## config.mk

```make
export PLATFORM = sky130hd
export DESIGN_NAME = psc_seq
export DESIGN_NICKNAME = d
export VERILOG_FILES = /design/src/hw/rtl/psc_pkg.sv /design/src/hw/rtl/psc_seq.sv
export SDC_FILE = /design/constraint.sdc
export NUM_CORES = 1
export LEC_CHECK = 0
export BUFFER_PORTS_ARGS = -buffer_cell sky130_fd_sc_hd__buf_4
export CORE_ASPECT_RATIO = 1.2
export CORE_UTILIZATION = 29
export DETAILED_ROUTE_END_ITERATION = 10
export SKIP_LAST_GASP = 1
export SYNTH_ARGS = -nofsm -noshare
export SYNTH_HDL_FRONTEND = slang
export SYNTH_SLANG_ARGS = --single-unit
```

## constraint.sdc

```tcl
create_clock -name clock -period 2.45 [get_ports clock]
set_clock_uncertainty 0.15 [all_clocks]
set_input_delay 0.1225 -clock clock [delete_from_list [all_inputs] [get_ports clock]]
set_output_delay 0.1225 -clock clock [all_outputs]
set_load 0.02 [all_outputs]
```

## src/hw/rtl/psc_pkg.sv

```systemverilog
// Shared types and constants for the prime sieve counter.
// Holds the micro-op and condition codes, the control word and the program table.
// No dependencies.
package psc_pkg;

   localparam int BOUND_W = 16;
   localparam int COUNT_W = 13;
   localparam int UPC_W   = 4;

   typedef logic [UPC_W-1:0] upc_type;

   typedef enum logic [3:0] {
      OP_NOP,
      OP_ACCEPT,
      OP_RINIT,
      OP_FILL,
      OP_SQRT,
      OP_PINIT,
      OP_PREAD,
      OP_KINIT,
      OP_MARK,
      OP_PNEXT,
      OP_CINIT,
      OP_COUNT,
      OP_RESP
   } op_type;

   typedef enum logic [3:0] {
      C_NEVER,
      C_ALWAYS,
      C_NO_REQ,
      C_ZERO,
      C_K_LT_N,
      C_K_LE_N,
      C_SQ_LE_N,
      C_P_DONE,
      C_FLAG_CLR,
      C_N_LT2,
      C_OUT_BUSY
   } cond_type;

   typedef struct packed {
      op_type   op;
      cond_type cond;
      upc_type  target;
   } uword_type;

   typedef struct packed {
      logic no_req;
      logic zero;
      logic k_lt_n;
      logic k_le_n;
      logic sq_le_n;
      logic p_done;
      logic flag_clr;
      logic n_lt2;
      logic out_busy;
   } psc_flags_type;

   localparam upc_type ST_IDLE   = 4'd0;
   localparam upc_type ST_CHECK  = 4'd1;
   localparam upc_type ST_FILL   = 4'd2;
   localparam upc_type ST_ROOT   = 4'd3;
   localparam upc_type ST_PINIT  = 4'd4;
   localparam upc_type ST_PTEST  = 4'd5;
   localparam upc_type ST_PCHECK = 4'd6;
   localparam upc_type ST_MARK   = 4'd7;
   localparam upc_type ST_PNEXT  = 4'd8;
   localparam upc_type ST_CINIT  = 4'd9;
   localparam upc_type ST_COUNT  = 4'd10;
   localparam upc_type ST_CWAIT  = 4'd11;
   localparam upc_type ST_RESP   = 4'd12;
   localparam upc_type ST_DONE   = 4'd13;

   function automatic uword_type psc_rom(upc_type addr);
      uword_type w;
      case (addr)
         ST_IDLE:   w = '{op: OP_ACCEPT, cond: C_NO_REQ,   target: ST_IDLE};
         ST_CHECK:  w = '{op: OP_RINIT,  cond: C_ZERO,     target: ST_RESP};
         ST_FILL:   w = '{op: OP_FILL,   cond: C_K_LT_N,   target: ST_FILL};
         ST_ROOT:   w = '{op: OP_SQRT,   cond: C_SQ_LE_N,  target: ST_ROOT};
         ST_PINIT:  w = '{op: OP_PINIT,  cond: C_NEVER,    target: ST_IDLE};
         ST_PTEST:  w = '{op: OP_PREAD,  cond: C_P_DONE,   target: ST_CINIT};
         ST_PCHECK: w = '{op: OP_KINIT,  cond: C_FLAG_CLR, target: ST_PNEXT};
         ST_MARK:   w = '{op: OP_MARK,   cond: C_K_LE_N,   target: ST_MARK};
         ST_PNEXT:  w = '{op: OP_PNEXT,  cond: C_ALWAYS,   target: ST_PTEST};
         ST_CINIT:  w = '{op: OP_CINIT,  cond: C_N_LT2,    target: ST_CWAIT};
         ST_COUNT:  w = '{op: OP_COUNT,  cond: C_K_LT_N,   target: ST_COUNT};
         ST_CWAIT:  w = '{op: OP_NOP,    cond: C_NEVER,    target: ST_IDLE};
         ST_RESP:   w = '{op: OP_RESP,   cond: C_OUT_BUSY, target: ST_RESP};
         ST_DONE:   w = '{op: OP_NOP,    cond: C_ALWAYS,   target: ST_IDLE};
         default:   w = '{op: OP_NOP,    cond: C_ALWAYS,   target: ST_IDLE};
      endcase
      return w;
   endfunction

   function automatic int psc_isqrt(int v);
      int r;
      r = 0;
      while ((r + 1) * (r + 1) <= v) begin
         r = r + 1;
      end
      return r;
   endfunction

endpackage

```

## src/hw/rtl/psc_seq.sv

```systemverilog
// Microcode sequencer: step counter, program table and jump conditions.
// Depends on psc_pkg.
module psc_seq (
   input  logic                   clock,
   input  logic                   reset,
   input  psc_pkg::psc_flags_type flags,
   output psc_pkg::op_type        op
);
   import psc_pkg::*;

   upc_type   upc_ff;
   upc_type   upc_in;
   uword_type uw;
   logic      take;

   always_comb begin
      uw = psc_rom(upc_ff);
      case (uw.cond)
         C_NEVER:    take = 1'b0;
         C_ALWAYS:   take = 1'b1;
         C_NO_REQ:   take = flags.no_req;
         C_ZERO:     take = flags.zero;
         C_K_LT_N:   take = flags.k_lt_n;
         C_K_LE_N:   take = flags.k_le_n;
         C_SQ_LE_N:  take = flags.sq_le_n;
         C_P_DONE:   take = flags.p_done;
         C_FLAG_CLR: take = flags.flag_clr;
         C_N_LT2:    take = flags.n_lt2;
         C_OUT_BUSY: take = flags.out_busy;
         default:    take = 1'b0;
      endcase
      upc_in = take ? uw.target : upc_ff + upc_type'(1);
   end

   always_ff @(posedge clock) begin
      if (reset) begin
         upc_ff <= ST_IDLE;
      end else begin
         upc_ff <= upc_in;
      end
   end

   assign op = uw.op;

endmodule

```

[Word level (Yosys, flattened, before mapping)]
Memories as Yosys holds them, arrays and structs flattened. A register that Yosys moved wholly into a read port is not among the register bits.
Cells that the tools add are included.
W data, S select, Z words.
Word-level totals
  bits in registers: 4
  ROM bits: 192
  input port bits: 11
  output and inout bits: 4
  logic and storage cells: 16
  memories kept: 1
Memories
  (no name shown): words 16, width 12, rd ports 1, clocked after Yosys merged registers in 1, write ports 0, RTL line psc_pkg.sv:77  | case (addr)
Cells by class
  add/sub/neg operators: 1
  equal/unequal tests: 10
  muxes and demuxes: 3
Operators with widths (number)
  $eq A4 B3 Y1 const B: 4
  $eq A4 B4 Y1 const B: 3
  $pmux W1 S10: 1
  $eq A4 B2 Y1 const B: 2
  $mux W4: 2
  $add A4 B1 Y4 const B: 1
  $eq A4 B1 Y1 const B: 1

[Depth between registers and ports, before layout]
  depth after elaboration: 4
  gate-level depth with buffers: 10
  mapped depth without buffers: 10

[Worst setup path after synthesis]
OpenSTA, ideal clock, no wires.
  path kind: register to register
  start: reg uw[4] (netlist name)
  end: reg uw[7] (netlist name)
  data arrival time: 2.400 ns
  required time: 2.178 ns
  setup slack: -0.222 ns
  cell stages (with the launch flop): 11
  path buffers: 1
  clock period less this slack: 2.672 ns
  path through: dfxtp_1 and2b_1 a211oi_2 a311o_2 buf_6 a21oi_1 a211oi_1 inv_1 ha_1 o21a_1 a221o_1
On the way
  cells in the longest elaborated chain, start to end: 4
RTL lines
  $eq A4 B4 Y1 (tied with other cells): RTL line psc_seq.sv:18  | case (uw.cond)
  $pmux W1 S10 *: RTL line psc_seq.sv:18
  $mux W4 *: RTL line psc_seq.sv:32  | upc_in = take ? uw.target : upc_ff + upc_type'(1);
  $mux W4 (no source line) *
Mark *: on every way between the ends. The rest lies on a longest branch, timed or not.
A chain may end at the register's enable or synchronous reset.

[Worst setup path after layout]
  start: reg uw[4] (netlist name)
  end: reg uw[5] (netlist name)
On the way
  cells in the longest elaborated chain, start to end: 4
RTL lines (RTL line)
  $eq A4 B4 Y1 (tied with other cells): psc_seq.sv:18
  $pmux W1 S10 *: psc_seq.sv:18
  $mux W4 *: psc_seq.sv:32
  $mux W4 (no source line) *
Marked as above.

==> impl_metrics.py <==
metrics = {
    "global_route": {
        "grt_overflow": 0,
        "grt_pass1_wl_mm": 4.912,
        "grt_usage_pct": 15.46,
        "antenna_found_initial": 0,
        "grt_pass1_vias": 1067,
        "grt_max_degree": 21,
    },
    "power": {
        "sw_frac_of_total_pct": 44.01,
        "power.density_nw_per_um2": 1389,
        "leakagePower_nw": 0.6096,
        "cellInternalPower_mw": 1.177,
        "total_power_mw": 2.102,
        "pwr-share-clk_pct": 11.5,
        "power_frac_comb_pct": 67.6,
        "seqPwrFrac_pct": 20.8,
        "p_switching_mw": 0.9251,
        "vdd_ir_drop_max_uv": 368.1,
    },
    "clocking": {
        "clockBufferDepth": 2,
        "cts_tree": "built",
        "numCtsBuffers": 3,
        "clk_latency_ns": 0.26,
        "cts_hold_buf": 0,
        "ctsHtreeMaxLevel": 1,
        "clk_pin_slew_ns": 0.07,
        "clock_sinks": 16,
        "cts_root_buf": "clkbuf_8",
    },
    "timing": {
        "rsz0062_at_grt": "yes",
        "finalHoldViolCount": 0,
        "worst_slew_pin_slew_ns": 0.5744,
        "timing.final.crit_share_pct": 97.18,
        "relSlewSlack_pct": 61.41,
        "setup_viol": 0,
        "whs_ns": 0.04710,
        "slew_violations": 0,
        "period_needed_ns": 2.381,
        "max_freq_mhz": 420.0,
        "fin_ws_ns": 0.06911,
    },
    "drt": {
        "drcViolationCount": 0,
        "drtIter0Drc": 49,
        "wire_per_inst_um": 15.25,
        "first_pass_iters": 4,
        "viasPerCell": 5.341,
        "ant_nets": 0,
        "finalWirelength_mm": 3.173,
        "via_count": 1111,
    },
    "synthesis": {
        "syn_inst": 130,
        "ys_warn_count": 0,
        "syn_area_per_cell_um2": 8.864,
        "yosys_register_bits": 16,
        "ys_types": 47,
        "synth_nets": 148,
        "netlist_area_um2": 1152,
        "yosysSeqAreaShare_pct": 27.80,
    },
    "placed_design": {
        "placed_cell_area_um2": 1339,
        "dp.cells": 200,
        "pre_cts_ws_ns": -0.08073,
        "gp_congestion": 0.9512,
        "portBuffers": 14,
        "hpwl_mm": 2.332,
    },
    "critical_path": {
        "worstPathMaxFanout": 4,
        "crit_path_end_kind": "flop",
        "cp_data_arrival_time_ns": 2.39,
        "start_kind": "flop",
        "worstSetupPathType": "reg -> reg",
        "required_ns": 2.46,
    },
    "die": {
        "core_um2": 3724,
        "start_util_pct": 30.95,
        "io_pins": 15,
        "die-area_um2": 4231,
        "die_w_um": 59.55,
        "row_count": 24,
        "die_y_um": 71.06,
    },
    "cells_and_area": {
        "nets": 175,
        "drive_above_1_share_pct": 46.15,
        "antenna_cells": 0,
        "fin_area_um2": 1514,
        "layoutNonFillerInstCount": 208,
        "area_growth_pct": 31.38,
    },
    "worst_hold_path": {
        "worstHoldPathType": "in -> reg",
    },
    "outcome": {
        "status": "finished clean",
    },
    "flow_run": {
        "maxCapViolCount": 0,
    },
}
[stage by stage]
stage | util, % | TNS (ns)
finish | 40.66 | 0
global route | 40.66 | -0.1373
CTS | 38.07 | 0
detailed placement | 35.95 | -0.3288
global placement | 35.95 | -0.04019
floorplan | - | -0.01278
[power groups by stage]
stage               clock [mW]  sequential, mW  combinational, mW
floorplan                    0           0.434              0.867
global placement             0           0.434               1.21
detailed placement           0           0.437               1.21
CTS                      0.245           0.432               1.27
global route             0.258           0.450               1.53
finish                   0.243           0.437               1.42
[kinds of logic after synthesis]
family	Yosys count	share of synthesized area, %
XOR/XNOR	3	2.281
AND/OR/NAND/NOR	49	22.80
buffers and inverters	13	9.229
multiplexers	3	3.040
adder cells (fa/ha/maj)	7	7.600
flip-flops	16	27.80
AO/OA/AOI/OAI	39	27.25
[synth_stat cells, drive strengths merged]
cell	n	area, um2
a221o	2	20.02
o31a	1	8.760
ha	7	87.58
mux2i	2	20.02
o2111ai	1	8.760
and3	1	6.260
clkbuf	2	27.53
dfxtp	16	320.3
or2	2	12.52
a211o	5	45.04
o211ai	1	7.510
xor2	2	17.52
nand3	7	35.03
inv	4	15.01
o21ai	4	23.77
nor4	1	6.260
or3	2	12.51
nand2	8	30.03
a21oi	11	62.56
o31ai	2	15.01
and4	1	10.01
nor2b	2	12.51
o21a	1	7.510
o311ai	3	26.28
nand3b	4	30.03
mux2	1	15.01
and2b	3	23.77
a311o	1	11.26
nand2b	1	6.260
a311oi	1	26.28
nor3	7	35.03
o311a	1	10.01
xnor2	1	8.760
nor2	9	36.29
buf	7	63.81
a31oi	1	6.260
and2	1	6.260
a211oi	4	35.03
[layout make-up]
type,instances,area (um2)
clock buffers,4,55.05
fillers,387,2210
inverters,4,15.01
multi-input cells,101,819.5
flip-flops and latches,16,326.6
well taps,52,65.06
repair buffers,31,232.7
[repair_timing]
| action | in CTS | in global routing |
|---|---|---|
| endpoints found under the setup margin | 9 | 10 |
| resized for setup | 4 | 23 |
| setup buffers | 2 | 2 |
| gates cloned | 0 | 0 |
| pin swaps | 5 | 12 |
[registers in the layout, indices dropped and copies added, names as in the netlist]
signal / cells
upc_ff: 4
uw: 12
[layout by cell type, fill, tap and decap left out, types with 2 or more instances in the layout]
cell and count:
o311ai_1 2, xor2_1 2, o31ai_1 2, a211o_1 4, clkbuf_8 4, nor2_2 2
nor3_1 5, nand2_2 4, a211oi_2 3, nand3_1 7, nand3b_1 4, dfxtp_1 13
ha_2 3, buf_4 31, dfxtp_2 2, a21oi_1 7, nor2_1 7, a221o_1 2
nand2_1 4, o21ai_0 2, inv_1 3, nor2b_1 2, and2b_2 3, ha_1 3
a21oi_2 4
[final timing paths]
| path | startpoint | to | cells past startpoint | slack (ns) |
|---|---|---|---|---|
| max | uw[4] | uw[5] | 10 | 0.07 |
| min reg2reg | upc_ff[0] | upc_ff[0] | 1 | 0.40 |
| min | reset | upc_ff[1] | 2 | 0.05 |
| max reg2reg | uw[4] | uw[5] | 10 | 0.07 |
[critical path, cell delays in order (launching register included)]
cell      delay (ns)
dfxtp_2         0.33
and2b_2         0.23
a211oi_2        0.07
buf_4           0.14
a311oi_4        0.24
nor2_2          0.09
a211oi_2        0.32
buf_4           0.19
ha_2            0.21
nor4_2          0.06
o31ai_1         0.24
[routing by layer]
layer	up-vias	routed length [um]	GRT usage, %
li1	535	-	-
met1	533	1180	16.27
met2	36	1754	28.46
met3	7	143	2.742
met4	0	95	7.752
met5	-	0	0
Note: power is estimated with default switching activity, not from simulation.
